[src/design/pdca_pkg.sv]
// Shared types and constants for the PWM duty capture to angle block.
// Used by the controller, the datapath and the top level; no dependencies.
`timescale 1ns / 1ps

package pdca_pkg;

  localparam int TICK_W   = 16;
  localparam int FULL_W   = 9;
  localparam int ANGLE_W  = 12;
  localparam int FULL10_W = 13;
  localparam int QUOT_W   = 13;
  localparam int CNT_W    = 4;

  localparam logic [FULL_W-1:0]  FULL_RESET = 9'd180;
  localparam logic [ANGLE_W-1:0] ANGLE_MAX  = 12'hFFF;

  typedef struct packed {
    logic cap_rise;
    logic cap_fall;
    logic cap_third;
    logic prep;
    logic cmp;
    logic mul;
    logic div_step;
    logic load_out;
  } dp_cmd_t;

  typedef struct packed {
    logic div_last;
  } dp_status_t;

endpackage

[src/design/pdca_datapath.sv]
// Datapath: capture timestamps, tick differences, duty classification,
// scale multiply, restoring divider and the result register. Uses pdca_pkg.
`timescale 1ns / 1ps

module pdca_datapath import pdca_pkg::*; #(
  parameter int TIMER_BITS = 16
) (
  input  logic               clk,
  input  logic               rst,
  input  dp_cmd_t            cmd,
  output dp_status_t         status,
  input  logic [TICK_W-1:0]  capture_time,
  input  logic               cfg_wr_en,
  input  logic [FULL_W-1:0]  full_scale_angle,
  output logic [ANGLE_W-1:0] angle_tenths,
  output logic [TICK_W-1:0]  high_ticks,
  output logic [TICK_W-1:0]  low_ticks,
  output logic               period_zero
);

  localparam int PW  = TIMER_BITS + 1;
  localparam int HW  = TIMER_BITS + 4;
  localparam int P9W = TIMER_BITS + 5;
  localparam int DW  = TIMER_BITS + 4;
  localparam int NW  = DW + QUOT_W;

  logic [FULL_W-1:0]     full_scale;
  logic [TIMER_BITS-1:0] last_edge;
  logic [TIMER_BITS-1:0] high_time;
  logic [TIMER_BITS-1:0] low_time;
  logic [PW-1:0]         period;
  logic [HW-1:0]         hi10;
  logic [P9W-1:0]        p9;
  logic [FULL10_W-1:0]   full10;
  logic                  below;
  logic                  above;
  logic                  zero;
  logic [HW-1:0]         spread;
  logic [DW-1:0]         divisor;
  logic [DW-1:0]         rem;
  logic [QUOT_W-1:0]     num_low;
  logic [QUOT_W-1:0]     quot;
  logic [CNT_W-1:0]      cnt;

  logic [TIMER_BITS-1:0] stamp;
  logic [TIMER_BITS-1:0] diff_now;
  logic [TICK_W-1:0]     high_out;
  logic [TICK_W-1:0]     low_out;
  logic [HW-1:0]         period_ext;
  logic [NW-1:0]         prod;
  logic [DW:0]           trial;
  logic [DW:0]           trial_sub;
  logic                  trial_ge;
  logic [FULL10_W-1:0]   angle_raw;
  logic [ANGLE_W-1:0]    angle_sat;

  generate
    if (TIMER_BITS > TICK_W) begin : g_wide
      assign stamp    = {{(TIMER_BITS-TICK_W){1'b0}}, capture_time};
      assign high_out = high_time[TICK_W-1:0];
      assign low_out  = low_time[TICK_W-1:0];
    end else if (TIMER_BITS == TICK_W) begin : g_equal
      assign stamp    = capture_time;
      assign high_out = high_time;
      assign low_out  = low_time;
    end else begin : g_narrow
      assign stamp    = capture_time[TIMER_BITS-1:0];
      assign high_out = {{(TICK_W-TIMER_BITS){1'b0}}, high_time};
      assign low_out  = {{(TICK_W-TIMER_BITS){1'b0}}, low_time};
    end
  endgenerate

  assign diff_now   = stamp - last_edge;
  assign period_ext = {{(HW-PW){1'b0}}, period};
  assign prod       = {{(NW-FULL10_W){1'b0}}, full10} * {{QUOT_W{1'b0}}, spread};
  assign trial      = {rem, num_low[QUOT_W-1]};
  assign trial_sub  = trial - {1'b0, divisor};
  assign trial_ge   = trial >= {1'b0, divisor};

  assign status.div_last = (cnt == CNT_W'(QUOT_W - 1));

  always_comb begin
    if (zero || below) begin
      angle_raw = '0;
    end else if (above) begin
      angle_raw = full10;
    end else begin
      angle_raw = quot;
    end
    if (angle_raw > {1'b0, ANGLE_MAX}) begin
      angle_sat = ANGLE_MAX;
    end else begin
      angle_sat = angle_raw[ANGLE_W-1:0];
    end
  end

  always_ff @(posedge clk) begin
    if (rst) begin
      full_scale <= FULL_RESET;
      last_edge  <= '0;
      high_time  <= '0;
    end else begin
      if (cfg_wr_en) begin
        full_scale <= full_scale_angle;
      end
      if (cmd.cap_rise) begin
        last_edge <= stamp;
      end
      if (cmd.cap_fall) begin
        high_time <= diff_now;
        last_edge <= stamp;
      end
    end
  end

  always_ff @(posedge clk) begin
    if (cmd.cap_third) begin
      low_time <= diff_now;
      period   <= {1'b0, high_time} + {1'b0, diff_now};
    end
    if (cmd.prep) begin
      hi10   <= {1'b0, high_time, 3'b000} + {3'b000, high_time, 1'b0};
      p9     <= {1'b0, period, 3'b000} + {4'b0000, period};
      full10 <= {1'b0, full_scale, 3'b000} + {3'b000, full_scale, 1'b0};
    end
    if (cmd.cmp) begin
      below   <= hi10 < period_ext;
      above   <= {1'b0, hi10} > p9;
      zero    <= period == '0;
      spread  <= hi10 - period_ext;
      divisor <= {period, 3'b000};
    end
    if (cmd.mul) begin
      rem     <= prod[NW-1:QUOT_W];
      num_low <= prod[QUOT_W-1:0];
      quot    <= '0;
      cnt     <= '0;
    end
    if (cmd.div_step) begin
      rem     <= trial_ge ? trial_sub[DW-1:0] : trial[DW-1:0];
      quot    <= {quot[QUOT_W-2:0], trial_ge};
      num_low <= {num_low[QUOT_W-2:0], 1'b0};
      cnt     <= cnt + 1'b1;
    end
    if (cmd.load_out) begin
      angle_tenths <= angle_sat;
      high_ticks   <= high_out;
      low_ticks    <= low_out;
      period_zero  <= zero;
    end
  end

endmodule

[src/design/pdca_ctrl.sv]
// Controller: capture phase tracking, compute sequencing and result valid.
// Drives datapath commands from pdca_pkg types.
`timescale 1ns / 1ps

module pdca_ctrl import pdca_pkg::*; (
  input  logic       clk,
  input  logic       rst,
  input  logic       in_valid,
  output logic       in_stall,
  output logic       out_valid,
  input  logic       out_stall,
  input  dp_status_t status,
  output dp_cmd_t    cmd
);

  typedef enum logic [5:0] {
    ST_IDLE = 6'b000001,
    ST_PREP = 6'b000010,
    ST_CMP  = 6'b000100,
    ST_MUL  = 6'b001000,
    ST_DIV  = 6'b010000,
    ST_FIN  = 6'b100000
  } state_t;

  localparam logic [1:0] PH_WAIT_RISE = 2'd0;
  localparam logic [1:0] PH_WAIT_FALL = 2'd1;
  localparam logic [1:0] PH_WAIT_END  = 2'd2;

  state_t     state;
  state_t     state_next;
  logic [1:0] phase;
  logic       accept;
  logic       out_free;

  assign in_stall = (state != ST_IDLE);
  assign accept   = in_valid && (state == ST_IDLE);
  assign out_free = !out_valid || !out_stall;

  always_comb begin
    cmd           = '0;
    cmd.cap_fall  = accept && (phase == PH_WAIT_FALL);
    cmd.cap_third = accept && (phase == PH_WAIT_END);
    cmd.cap_rise  = accept && (phase != PH_WAIT_FALL) && (phase != PH_WAIT_END);
    cmd.prep      = (state == ST_PREP);
    cmd.cmp       = (state == ST_CMP);
    cmd.mul       = (state == ST_MUL);
    cmd.div_step  = (state == ST_DIV);
    cmd.load_out  = (state == ST_FIN) && out_free;
  end

  always_comb begin
    state_next = state;
    unique case (state)
      ST_IDLE: begin
        if (cmd.cap_third) begin
          state_next = ST_PREP;
        end
      end
      ST_PREP: state_next = ST_CMP;
      ST_CMP:  state_next = ST_MUL;
      ST_MUL:  state_next = ST_DIV;
      ST_DIV: begin
        if (status.div_last) begin
          state_next = ST_FIN;
        end
      end
      ST_FIN: begin
        if (out_free) begin
          state_next = ST_IDLE;
        end
      end
      default: state_next = ST_IDLE;
    endcase
  end

  always_ff @(posedge clk) begin
    if (rst) begin
      state     <= ST_IDLE;
      phase     <= PH_WAIT_RISE;
      out_valid <= 1'b0;
    end else begin
      state <= state_next;
      if (cmd.cap_rise) begin
        phase <= PH_WAIT_FALL;
      end else if (cmd.cap_fall) begin
        phase <= PH_WAIT_END;
      end else if (cmd.cap_third) begin
        phase <= PH_WAIT_RISE;
      end
      if (cmd.load_out) begin
        out_valid <= 1'b1;
      end else if (out_valid && !out_stall) begin
        out_valid <= 1'b0;
      end
    end
  end

endmodule

[src/design/pwm_duty_capture_to_angle.sv]
// Top level of the PWM duty capture to angle block.
// Instantiates pdca_ctrl and pdca_datapath; uses pdca_pkg.
//
// Usage:
//   Input channel (in_valid/in_stall/capture_time) takes one timer capture
//   per request, in rising, falling, rising order. Rising and falling
//   captures are taken while idle and give no result. The closing rising
//   capture starts the angle computation and yields one result request on
//   the output channel (out_valid/out_stall): angle_tenths, high_ticks,
//   low_ticks, period_zero.
//   The closing capture runs through the prep, compare and multiply states,
//   a 13-step restoring divider and a finish state. Sustained rate is
//   one request per cycle for the first two captures of a period while
//   idle; the third stalls the input until its result is loaded.
//   The output register holds a finished result while out_stall is high;
//   the block still takes the next two captures meanwhile, and a new
//   result waits in the last compute state until the register frees.
//   Reset (rst, synchronous) clears the phase to await a rising edge,
//   drops any pending result and sets the stored full scale to 180 degrees.
//   cfg_wr_en writes full_scale_angle; write only while idle.
`timescale 1ns / 1ps

module pwm_duty_capture_to_angle import pdca_pkg::*; #(
  parameter int TIMER_BITS = 16
) (
  input  logic               clk,
  input  logic               rst,
  input  logic               in_valid,
  output logic               in_stall,
  input  logic [TICK_W-1:0]  capture_time,
  output logic               out_valid,
  input  logic               out_stall,
  output logic [ANGLE_W-1:0] angle_tenths,
  output logic [TICK_W-1:0]  high_ticks,
  output logic [TICK_W-1:0]  low_ticks,
  output logic               period_zero,
  input  logic               cfg_wr_en,
  input  logic [FULL_W-1:0]  full_scale_angle
);

  dp_cmd_t    cmd;
  dp_status_t status;

  pdca_ctrl u_ctrl (
    .clk       (clk),
    .rst       (rst),
    .in_valid  (in_valid),
    .in_stall  (in_stall),
    .out_valid (out_valid),
    .out_stall (out_stall),
    .status    (status),
    .cmd       (cmd)
  );

  pdca_datapath #(
    .TIMER_BITS (TIMER_BITS)
  ) u_datapath (
    .clk              (clk),
    .rst              (rst),
    .cmd              (cmd),
    .status           (status),
    .capture_time     (capture_time),
    .cfg_wr_en        (cfg_wr_en),
    .full_scale_angle (full_scale_angle),
    .angle_tenths     (angle_tenths),
    .high_ticks       (high_ticks),
    .low_ticks        (low_ticks),
    .period_zero      (period_zero)
  );

  a_zero_period_angle: assert property (@(posedge clk) disable iff (rst)
    out_valid && period_zero |-> angle_tenths == '0)
    else $error("zero period result carries a nonzero angle");

  a_result_after_busy: assert property (@(posedge clk) disable iff (rst)
    $rose(out_valid) |-> $past(in_stall))
    else $error("result appeared without a compute pass");

  a_no_instant_result: assert property (@(posedge clk) disable iff (rst)
    in_valid && !in_stall |=> !$rose(out_valid))
    else $error("result raised right after a capture");

endmodule
[config.mk]
export PLATFORM = sky130hd
export DESIGN_NAME = pwm_duty_capture_to_angle
export DESIGN_NICKNAME = d
export VERILOG_FILES = /design/src/design/pdca_pkg.sv /design/src/design/pdca_datapath.sv /design/src/design/pdca_ctrl.sv /design/src/design/pwm_duty_capture_to_angle.sv
export SDC_FILE = /design/constraint.sdc
export NUM_CORES = 1
export LEC_CHECK = 0
export BUFFER_PORTS_ARGS = -buffer_cell sky130_fd_sc_hd__buf_2
export CAP_MARGIN = 30
export CORE_MARGIN = 4
export CORE_UTILIZATION = 55
export CTS_CLUSTER_DIAMETER = 80
export CTS_CLUSTER_SIZE = 10
export DETAILED_ROUTE_END_ITERATION = 8
export HOLD_SLACK_MARGIN = 0.15
export PLACE_DENSITY = 0.75
export SYNTH_ARGS = -nofsm -noshare
export SYNTH_HDL_FRONTEND = slang
export SYNTH_SLANG_ARGS = --single-unit
[constraint.sdc]
create_clock -name clk -period 5.5 [get_ports clk]
set_input_delay 1.1 -clock clk [delete_from_list [all_inputs] [get_ports clk]]
set_output_delay 1.1 -clock clk [all_outputs]
set_load 0.01 [all_outputs]
After elaboration in Yosys (flattened, before gate mapping)
Index checks and enable logic that the tools add are counted.
{"block": "op_classes", "add_sub_neg": 8, "n_mul": 1, "n_lt_le_gt_ge": 4, "eq_ne": 15, "mux": 22, "n_reduce_logical": 19}
{"op": "13-bit two-way mux", "n": 6}
{"op": "20-bit two-way mux", "n": 3}
{"op": "6-bit one-hot mux with 6 select lines", "n": 1}
{"op": "13-bit by 20-bit multiplier with 33-bit output", "n": 1}
{"op": "16-bit two-way mux", "n": 2}
{"op": "20-bit by 17-bit adder with 21-bit output", "n": 1}
{"op": "21-bit by 20-bit greater-or-equal comparator with 1-bit output", "n": 1}
{"op": "20-bit by 21-bit > comparator with 1-bit output", "n": 1}
{"op": "19-bit by 17-bit adder with 20-bit output", "n": 1}
{"op": "20-bit by 17-bit < comparator with 1-bit output", "n": 1}
{"op": "20-bit by 17-bit subtractor with 20-bit output", "n": 1}
{"op": "20-bit subtractor", "n": 1}
{"op": "6-bit two-way mux", "n": 3}
{"op": "16-bit by 16-bit adder with 17-bit output", "n": 1}
{"op": "17-bit logical NOT", "n": 1}
{"op": "16-bit subtractor", "n": 1}
{"op": "12-bit by 10-bit adder with 13-bit output", "n": 1}
{"op": "13-bit by 12-bit > comparator with 1-bit output (second input constant)", "n": 1}
{"op": "4-bit two-way mux", "n": 2}
{"op": "2-bit nonzero test", "n": 4}
{"op": "1-bit logical AND", "n": 7}
{"op": "6-bit by 1-bit == test with 1-bit output (second input constant)", "n": 1}
{"op": "6-bit by 2-bit == test with 1-bit output (second input constant)", "n": 1}
{"op": "6-bit by 3-bit == test with 1-bit output (second input constant)", "n": 1}
{"op": "other kinds (17)", "n": 25}
{"block": "totals", "regBits": 272, "input_bits": 30, "output_inout_bits": 47, "elab_cells": 95}

Longest topological paths before layout
Gate-level depths: netlist of run 1.
{"block": "depth", "depth_word": 6, "ltp_mapped": 22}

Modules after synthesis
From an unflattened synthesis of run 1, not the netlist that was laid out.
{"block": "hier_totals", "cells_unflattened": 2227, "area_unflattened_um2": 22177.5}
{"module": "pdca_datapath", "n_inst": 1, "cells_per_inst": 2167, "area_per_inst_um2": 21630.7, "seq_area_each_um2": 7367.1}
{"module": "pdca_ctrl", "n_inst": 1, "cells_per_inst": 60, "area_per_inst_um2": 546.8, "seq_area_each_um2": 180.2}

Least setup slack after synthesis of run 1
OpenSTA, ideal clock, no wires.
{"block": "synth_path", "kind": "register to register", "from": "register u_datapath.spread[12]", "to": "register u_datapath.rem[16], data pin", "arrival_ps": 5203, "required_time_ps": 5229, "path_slack_ps": 26, "stages_incl_launch_ff": 23, "path_cell_list": "edfxtp_1 > clkbuf_1 > nand2_1 > fa_1 > inv_1 > fa_1 > inv_1 > fa_1 > inv_1 > fa_1 > inv_1 > fa_1 > inv_1 > ha_1 > clkbuf_1 > a21o_1 > a21oi_1 > nor2b_1 > o31ai_1 > o21ai_0 > o31ai_1 > xor2_1 > mux2i_1"}
{"block": "synth_between", "elab_chain_len": 3}
{"item": "from (decl)", "line": "pdca_datapath.sv:38", "text": "logic [HW-1:0] spread;"}
{"item": "from (signal assigned)", "line": "pdca_datapath.sv:130", "text": "spread <= hi10 - period_ext;"}
{"item": "13-bit by 20-bit multiplier with 33-bit output", "line": "pdca_datapath.sv:75", "text": "assign prod = {{(NW-FULL10_W){1'b0}}, full10} * {{QUOT_W{1'b0}}, spread};"}
{"item": "20-bit two-way mux", "line": "pdca_datapath.sv:133", "text": "if (cmd.mul) begin"}
{"item": "20-bit two-way mux", "line": "pdca_datapath.sv:139", "text": "if (cmd.div_step) begin"}
{"item": "to (signal assigned)", "line": "pdca_datapath.sv:134", "text": "rem <= prod[NW-1:QUOT_W];"}
{"item": "to (signal assigned)", "line": "pdca_datapath.sv:140", "text": "rem <= trial_ge ? trial_sub[DW-1:0] : trial[DW-1:0];"}
{"item": "to (decl)", "line": "pdca_datapath.sv:40", "text": "logic [DW-1:0] rem;"}
No other way between the ends. The select of a mux whose other input is x is not followed.
A chain may end at the register's enable or synchronous reset.

Final worst setup path of run 1
{"block": "layout_path", "from": "register u_datapath.full10[11]", "to": "register u_datapath.rem[18], data pin"}
{"block": "layout_between", "elab_chain_len": 3}
{"item": "from (decl)", "line": "pdca_datapath.sv:34", "text": "logic [FULL10_W-1:0] full10;"}
{"item": "from (signal assigned)", "line": "pdca_datapath.sv:124", "text": "full10 <= {1'b0, full_scale, 3'b000} + {3'b000, full_scale, 1'b0};"}
{"item": "13-bit by 20-bit multiplier with 33-bit output", "line": "pdca_datapath.sv:75"}
{"item": "20-bit two-way mux", "line": "pdca_datapath.sv:133"}
{"item": "20-bit two-way mux", "line": "pdca_datapath.sv:139"}
No other way between the ends. The select of a mux whose other input is x is not followed.

==> results.toml, run 1 <==
[run_status]
run_status = "complete, but fails checks"
violations = "setup timing"

[pwr]
swShare = 0.317
combPwrFrac = 0.314
peakVddDrop_v = 0.000261
leakage_nw = 11.7
total_power_mw = 6.21
p_clk_frac = 0.294
seqPwrFrac = 0.392
power.internal_mw = 4.24
switchingPower_mw = 1.97
p_per_area_nw_per_um2 = 239

[drt]
dr.pass1.iters = 5
drtIter0Drc = 934
vias = 17000
wl_per_cell_um = 19.1
detail-route-antenna-nets = 0
wl_um = 57500
drc = 0
vias_per_cell = 5.67

[critical_path]
worstPathMaxFanout = 5
slowest_stage = "fa_1"
worstSetupEndpointType = "flop"
required_ps = 5800
cp_cell_sequence = "buf_4 > and2_4 > fa_1 > fa_2 > fa_2 > fa_1 > inv_2 > fa_1 > inv_2 > ha_4 > a211oi_4 > buf_4 > a211oi_4 > a31oi_2 > buf_4 > o211ai_1 > a31oi_1 > xor2_1 > a22oi_1"
cp_data_arrival_time_ps = 5830
crit_type = "flop to flop"
start_kind = "flop"
slowest_delay_ps = 570

[synthesis]
syn_avg_cell_area_sq_um = 9.92
netlist_area_sq_um = 22400
ys_types = 81
yosysTopAreaCell = "edfxtp_1"
post-synth-top-count-cell = "inv_1"
synth_edf_count = 218
yosys_register_bits = 268
synth_top_cell_area_share = 0.292
ys.flop_type = "edfxtp_1"
synthArstFlopShare = 0
yosysSeqAreaShare = 0.337
yosysWarnings = 0
synth_cells = 2259
synth_area_leaders = "edfxtp_1, fa_1, ha_1, inv_1, dfxtp_1"
synthTopCellsByCount = "inv_1, nand2_1, edfxtp_1"
synth_nets = 2684

[cells_and_area]
fin_nets = 2879
n_antenna_cell = 0
fill_cells = 3087
area_delta_synth_final_pct = 16.2
utilization = 0.651
drive_gt1_frac = 0.164

[floorplanning]
core_area_sq_um = 40000
ioPinCount = 77
rows = 73
start_util = 0.560
die_w_um = 210
fp.dieH_um = 210
dieArea_sq_um = 44000

[placement]
place_hpwl_um = 44100
portBuffers = 76
place_congestion = 0.937

[timing]
max_slew_margin = 0.283
min_period_ps = 5530
layout_setup_ws_ps = -26.9
hold_viol_final = 0
fin_skew_ps = 31.7
drv_slew = 0
fmax_mhz = 181
period_share = 1.00
grt_setup_unrepaired = "true"
worstMarginPinSlew_ps = 1050
setup_violations = 3

[run]
cap_violations = 0

[global_route]
gr-usage-all-layers = 0.258
globalRouteOverflowTotal = 0
grt_max_degree = 53
grt_pass1_vias = 17900
antenna_found_initial = 0
grt_pass1_wl_um = 91800

[clock_network]
ctsHoldBuffers = 0
numCtsBuffers = 30
cts_sinks = 268
clk_pin_slew_ps = 60
cts-root-buf = "clkbuf_16"
h-tree-depth = 1
cts_tree = "yes"
clock_path_buffers = 3
clk-insertion-delay-late_ps = 590

[min_path]
hp-class = "flop to flop"
==> path summary, 6_finish.rpt <==
check                                                      from                           endpoint  slack (ps)  cells past startpoint
worst max-delay path            u_datapath.full10[11]$_DFFE_PP_       u_datapath.rem[18]$_DFFE_PN_         -30                     19
worst min-delay path            u_datapath.low_out[6]$_DFFE_PP_  u_datapath.low_ticks[6]$_DFFE_PP_         420                      0
worst max register to register  u_datapath.full10[11]$_DFFE_PP_       u_datapath.rem[18]$_DFFE_PN_         -30                     19
worst min register to register  u_datapath.low_out[6]$_DFFE_PP_  u_datapath.low_ticks[6]$_DFFE_PP_         420                      0
==> cell usage in the layout (no fill, tap or decap), types with 16 or more instances in the layout <==
cell and count:
buf_6 26, ha_1 189, ha_4 17, buf_4 127, buf_2 76, nand2_1 242, nor3_1 35, nand3_1 31
nand2b_1 19, fa_2 21, a211oi_1 16, edfxtp_1 218, clkbuf_1 25, nor2b_1 18, o21ai_0 50, inv_1 341
xnor2_1 77, mux2i_1 40, and3_1 18, nor2_1 112, a21oi_1 113, inv_2 18, fa_1 167, a21o_1 34
and2_1 83, o21a_1 19, clkbuf_16 30, xor2_1 25, dfxtp_1 50
==> metrics by stage <==
step	std cells	area, sq um	TNS [ps]	setup WS, ps	hold WS, ps
3_3_place_gp	2908	24200	-1810	-251	402
3_5_place_dp	2910	24200	-2060	-317	405
4_1_cts	2994	25700	-18.6	-16.4	413
6_report	3003	26000	-58.9	-26.9	420
5_1_grt	3003	26000	-1200	-239	426
2_1_floorplan	2259	22400	0	26.2	400
==> worst max-delay path: cells and delay by family (launching register included) <==
family / cells / cell delay, ps
buffers and inverters: 5 / 630
AOI/OAI and AO/OA: 6 / 1020
and+or+nand+nor: 1 / 130
adders and majority gates: 6 / 2750
DFF: 1 / 490
xor gates and xnor gates: 1 / 220
==> cell families (layout without fill, tap and decap cells) <==
| kind of cell | count (synthesis) | after routing | synth area share |
|---|---|---|---|
| buffers and inverters | 437 | 656 | 0.0744 |
| XOR/XNOR | 104 | 104 | 0.0407 |
| AND/OR/NAND/NOR | 655 | 655 | 0.140 |
| flip-flops | 268 | 268 | 0.337 |
| AO/OA/AOI/OAI | 359 | 359 | 0.106 |
| adder cells (fa/ha/maj) | 395 | 395 | 0.284 |
| multiplexers | 41 | 41 | 0.0184 |
==> repair_timing <==
item                                    CTS  global route
pin swaps                                71            70
buffers inserted                         27             8
gates cloned                              1             0
gates resized for setup                  91            66
endpoints found under the setup margin   13            13
==> sequential cells by signal, summed over array words and instances, names as in the netlist, 16 cells and up <==
name	count
u_datapath.divisor	16
u_datapath.rem	20
u_datapath.period	17
u_datapath.low_out	16
u_datapath.spread	20
u_datapath.hi10	19
u_datapath.high_ticks	16
u_datapath.last_edge	16
u_datapath.high_out	16
u_datapath.p9	21
u_datapath.low_ticks	16
==> metal layers <==
metal	up-vias	wire, um	track usage	part of all wire
met2	491	29500	0.464	0.51
met5	-	0	0	0
met3	149	2660	0.0290	0.046
li1	7961	-	-	-
met4	0	2650	0.106	0.046
met1	8419	22700	0.318	0.39
==> power by group through the flow <==
stage | registers [mW] | logic (mW) | clock network [mW]
5_1_grt | 2.44 | 2.13 | 1.93
3_3_place_gp | 2.47 | 1.65 | 0
2_1_floorplan | 2.44 | 1.18 | 0
3_5_place_dp | 2.47 | 1.71 | 0
6_report | 2.44 | 1.95 | 1.83
4_1_cts | 2.43 | 1.85 | 1.86
==> final cells by class <==
cell class / count / area (sq um) / area share
multi-input combinational: 1554 / 13800 / 0.528
sequential: 268 / 7550 / 0.290
timing repair buffer: 241 / 1860 / 0.0714
inverter: 359 / 1350 / 0.0517
clock buffer: 55 / 845 / 0.0324
tap: 525 / 657 / 0.0252
clock inverter: 1 / 30.0 / 0.00115
Power figures use the tool's default switching activity.
==> run 2, diff against run 1 <==
--- a/config.mk
+++ b/config.mk
@@ -14,6 +14,7 @@
 export DETAILED_ROUTE_END_ITERATION = 8
 export HOLD_SLACK_MARGIN = 0.15
 export PLACE_DENSITY = 0.75
+export REMOVE_ABC_BUFFERS = 1
 export SYNTH_ARGS = -nofsm -noshare
 export SYNTH_HDL_FRONTEND = slang
 export SYNTH_SLANG_ARGS = --single-unit
==> run 2 against run 1 <==
Compared with the run above: the run still ends with setup timing left; routed wire length decreased by 2.7%; first-iteration DRC count grew 25%; via count rose by 1.4%; die area is the same; core utilization increased by 0.32 points; hold slack lost 1.6 ps; critical endpoint unchanged.
==> results.toml, run 2 (synthesis gave the netlist of run 1 again) <==
[critical_path]
crit_type = "flop to flop"
worstPathMaxFanout = 6
required_ps = 5820
start_kind = "flop"
cp_data_arrival_time_ps = 5850
worstSetupEndpointType = "flop"

[clock_network]
clk-insertion-delay-late_ps = 580
numCtsBuffers = 31
h-tree-depth = 1
cts_tree = "yes"
clk_pin_slew_ps = 60
clock_path_buffers = 3
cts-root-buf = "clkbuf_16"
cts_sinks = 268

[cells_and_area]
fin_nets = 2879
drive_gt1_frac = 0.163
layout_common_cells = "inv_1, nand2_1, edfxtp_1"
top_regs = "u_datapath.p9: 21 flops, u_datapath.rem: 20 flops, u_datapath.spread: 20 flops"
ff_latch_area_sq_um = 7550
largest_register_ffs = 21
utilization = 0.654
n_antenna_cell = 0
multi_input_area_sq_um = 13800
area_delta_synth_final_pct = 16.8
fill_cells = 3004
layout_commonest_cell = "inv_1"
final_cells = 3004
largest_register = "u_datapath.p9"

[global_route]
globalRouteOverflowTotal = 0
grt_pass1_wl_um = 87300
grt_max_degree = 46
antenna_found_initial = 0
grt_pass1_vias = 17500
gr-usage-all-layers = 0.241

[pwr]
seqPwrFrac = 0.391
peakVddDrop_v = 0.000245
combPwrFrac = 0.297
power.internal_mw = 4.28
switchingPower_mw = 1.93
leakage_nw = 11.8
p_clk_frac = 0.312
p_per_area_nw_per_um2 = 237
swShare = 0.311

[drt]
wl_per_cell_um = 18.6
drtIter0Drc = 1171
vias_per_cell = 5.75
met1_length_um = 21100
dr_wl_met2_um = 29100
wl_met3_um = 3350
dr.pass1.iters = 5
vias = 17300
wl_um = 55900
routed.top_layer = "met4"
detail-route-antenna-nets = 0
drc = 0

[timing]
setup_violations = 5
fin_skew_ps = 12.9
period_share = 1.01
min_period_ps = 5530
max_slew_margin = 0.297
hold_viol_final = 0
layout_setup_ws_ps = -34.9
worstMarginPinSlew_ps = 1030
fmax_mhz = 181
drv_slew = 0
grt_setup_unrepaired = "true"

[run_status]
violations = "setup timing"
run_status = "complete, but fails checks"

[floorplanning]
ioPinCount = 77
core_area_sq_um = 40000
rows = 73
die_w_um = 210
dieArea_sq_um = 44000
start_util = 0.560
fp.dieH_um = 210

[placement]
portBuffers = 76
place_congestion = 0.955
pre_cts_ws_ps = -231
place_hpwl_um = 42300
dp.cells = 2897

[run]
cap_violations = 0

[min_path]
hp-class = "flop to flop"
-- run 2: routing by layer --
metal	vias to the layer above	GRT usage
li1	7984	-
met1	8468	0.289
met2	641	0.445
met3	166	0.0308
met4	0	0.0864
met5	-	0
-- run 2: final cells by class --
type                            instances  area share
Clock buffer                           55      0.0331
Clock inverter                          3     0.00225
Inverter                              359      0.0515
Multi-Input combinational cell       1554       0.527
Sequential cell                       268       0.288
Tap cell                              525      0.0251
Timing Repair Buffer                  240      0.0729
-- run 2: power groups by stage --
stage	clock [mW]	combinational, mW	sequential, mW
5_1_grt	2.06	2.04	2.44
4_1_cts	1.96	1.69	2.43
3_3_place_gp	0	1.56	2.46
2_1_floorplan	0	1.16	2.44
6_report	1.94	1.85	2.43
3_5_place_dp	0	1.64	2.47
-- run 2: through the flow --
step	power, mW	hold WS [ps]	TNS (ps)	cell area [sq um]
floorplan	3.60	400	-12.0	22100
global route	6.53	428	-1650	26200
global placement	4.02	403	-63.4	24100
detailed placement	4.11	405	-1360	24100
finish	6.21	418	-84.7	26200
CTS	6.08	418	-0.150	25300
-- run 2: what timing repair did --
action / in CTS / in global routing
endpoints found under the setup margin: 12 / 14
buffers inserted: 7 / 38
resized for setup: 33 / 129
gates cloned: 1 / 3
pin swaps: 25 / 100
hold buffers: 0 / 0
-- run 2: final timing paths --
path,from,end,slack (ps),cells after the start
worst min-delay path,u_datapath.low_out[12]$_DFFE_PP_,u_datapath.low_ticks[12]$_DFFE_PP_,420,0
worst min register to register,u_datapath.low_out[12]$_DFFE_PP_,u_datapath.low_ticks[12]$_DFFE_PP_,420,0
worst max register to register,u_datapath.full10[11]$_DFFE_PP_,u_datapath.rem[18]$_DFFE_PN_,-30,21
worst max-delay path,u_datapath.full10[11]$_DFFE_PP_,u_datapath.rem[18]$_DFFE_PN_,-30,21
-- run 2: worst max-delay path: stages, from the launching register on --
cell,delay (ps)
edfxtp_1,510
buf_12,190
buf_6,110
and2_4,130
fa_2,570
inv_2,40
fa_2,530
inv_2,40
fa_2,470
fa_1,540
inv_2,50
fa_1,520
inv_2,50
ha_4,160
a21o_1,160
a21oi_2,110
nor2b_1,60
o31ai_1,300
o211ai_1,200
a31oi_1,240
xor2_1,180
a22oi_1,110
==> run 3, diff against run 2 <==
--- a/config.mk
+++ b/config.mk
@@ -8,12 +8,11 @@
 export BUFFER_PORTS_ARGS = -buffer_cell sky130_fd_sc_hd__buf_2
 export CAP_MARGIN = 30
 export CORE_MARGIN = 4
-export CORE_UTILIZATION = 55
+export CORE_UTILIZATION = 35
 export CTS_CLUSTER_DIAMETER = 80
 export CTS_CLUSTER_SIZE = 10
 export DETAILED_ROUTE_END_ITERATION = 8
 export HOLD_SLACK_MARGIN = 0.15
-export PLACE_DENSITY = 0.75
 export REMOVE_ABC_BUFFERS = 1
 export SYNTH_ARGS = -nofsm -noshare
 export SYNTH_HDL_FRONTEND = slang
==> run 3 against run 2 <==
Compared with the run above: the flow still finishes with violations (setup timing); critical path depth down 2; critical path type unchanged; non-clock buffer count down 12; global-route usage is 7.7 points lower; clock skew up 5.8 ps; highest routed layer unchanged; clock-buffer cell count did not move; largest power group unchanged; first-iteration DRC count fell by 25%; clock power up 12%.
==> results.toml, run 3 (synthesis gave the netlist of run 1 again) <==
[critical_path]
cp_data_arrival_time_ps = 5790
slowest_stage = "fa_1"
reg2reg_to = "u_datapath.rem[18]$_DFFE_PN_"
required_ps = 5770
slowest_delay_ps = 550
worstPathMaxFanout = 10
r2r_start = "u_datapath.full10[12]$_DFFE_PP_"
reg2reg_depth = 19
cp_cell_sequence = "buf_4 > clkbuf_16 > and2_1 > fa_1 > fa_1 > fa_1 > fa_1 > inv_1 > fa_1 > inv_1 > ha_1 > a21o_1 > nand3_2 > a21oi_1 > o31ai_2 > o211ai_1 > a31oi_1 > xor2_1 > a22oi_1"
critPathLaunch = "u_datapath.full10[12]$_DFFE_PP_"
r2r_setup_slack_ps = -20
start_kind = "flop"
worstSetupEndpointType = "flop"
crit_top_cell = "fa_1"
crit_type = "flop to flop"

[clock_network]
numCtsBuffers = 35
cts-root-buf = "clkbuf_16"
ctsHoldBuffers = 0
cts_tree = "yes"
cts_sinks = 268
clock_path_buffers = 3
clk-insertion-delay-late_ps = 550
clk_pin_slew_ps = 60
h-tree-depth = 2

[cells_and_area]
layout_common_cells = "inv_1, nand2_1, edfxtp_1"
largest_register = "u_datapath.p9"
fin_nets = 2871
area_delta_synth_final_pct = 17.2
drive_gt1_frac = 0.140
top_regs = "u_datapath.p9: 21 flops, u_datapath.rem: 20 flops, u_datapath.spread: 20 flops"
layout_commonest_cell = "inv_1"
n_antenna_cell = 0
final_area_sq_um = 26300
largest_register_ffs = 21
final_cells = 3318

[drt]
drtIter0Drc = 882
vias = 16800
dr.pass1.iters = 5
vias_per_cell = 5.06
drc = 0
wl_per_cell_um = 16.9
wl_um = 56200
detail-route-antenna-nets = 0

[floorplanning]
die_w_um = 261
rows = 92
start_util = 0.355
core_area_sq_um = 63200
dieArea_sq_um = 68100
ioPinCount = 77
fp.dieH_um = 261

[pwr]
leakage_nw = 11.8
p_per_area_nw_per_um2 = 243
peakVddDrop_v = 0.000259

[timing]
setup_violations = 1
fmax_mhz = 181
fin_skew_ps = 18.7
drv_slew = 0
min_period_ps = 5520
grt_setup_unrepaired = "true"
max_slew_margin = 0.264
hold_viol_final = 0
worstMarginPinSlew_ps = 1070
layout_setup_ws_ps = -18.6
period_share = 1.00

[run]
cap_violations = 0

[global_route]
globalRouteOverflowTotal = 0
gr-usage-all-layers = 0.164
use_met1 = 0.206
use_met2 = 0.291
grtUsageMet3 = 0.0224
grt_pass1_wl_um = 90300
grt_max_degree = 53
grt_pass1_vias = 17400
top_usage_layer = "met2"
antenna_found_initial = 0

[placement]
place_congestion = 0.896
pre_cts_ws_ps = -215
place_area_sq_um = 24600
portBuffers = 76
place_hpwl_um = 44100
dp.cells = 3226

[min_path]
min_to = "u_datapath.low_ticks[0]$_DFFE_PP_"
hold_path_startpoint = "u_datapath.low_out[0]$_DFFE_PP_"
min_path_cells = 0
hp-class = "flop to flop"

[run_status]
violations = "setup timing"
run_status = "complete, but fails checks"
## run 3: worst max path at each step
| stage | to | slack (ps) |
|---|---|---|
| 6_report | u_datapath.rem[18]$_DFFE_PN_ | -20 |
| 5_1_grt | u_datapath.rem[15]$_DFFE_PN_ | -220 |
| 4_1_cts | u_datapath.rem[15]$_DFFE_PN_ | 1 |
| 3_5_place_dp | u_datapath.rem[14]$_DFFE_PN_ | -220 |
| 3_3_place_gp | u_datapath.rem[19]$_DFFE_PN_ | -110 |
| 2_1_floorplan | u_datapath.rem[19]$_DFFE_PN_ | -10 |
## run 3: power breakdown
part	leakage, nW	switching (mW)	internal [mW]
registers	2.44	0.0833	2.35
clock network	0.508	0.918	1.26
logic	8.81	0.972	0.792
## run 3: through the flow
step | TNS [ps] | total power [mW] | util | hold WS, ps
floorplan | -12.0 | 3.60 | - | 400
global placement | -715 | 4.05 | 0.388 | 404
detailed placement | -2020 | 4.10 | 0.389 | 407
CTS | 0 | 6.37 | 0.411 | 410
global route | -1840 | 6.73 | 0.416 | 420
finish | -18.6 | 6.37 | 0.416 | 405
## run 3: timing repair
item	CTS	global route
pin swaps	29	21
endpoints found under the hold margin	0	0
cloned	0	1
resized for setup	37	35
endpoints found under the setup margin	12	14
buffers inserted	19	9
## run 3: routing by layer
metal	vias up	routed length, um
met5	-	0
met3	96	2320
met2	369	28300
met4	0	1770
met1	8345	23800
li1	7966	-
## run 3: cell type report
type                    count  area, sq um
flip-flops and latches    268         7550
clock inverters             8         93.8
repair buffers            228         1710
well taps                 846         1060
clock buffers              55          961
multi-input cells        1554        13500
inverters                 359         1350
fillers                  6082        36900
## run 3: critical path: cells and delay by family, from the launching register on
kind	cells	cell delay, ps
adder cells (fa/ha/maj)	6	2840
buffers and inverters	4	420
AO/OA/AOI/OAI	6	1140
XOR/XNOR	1	170
flip-flops	1	430
AND/OR/NAND/NOR	2	250
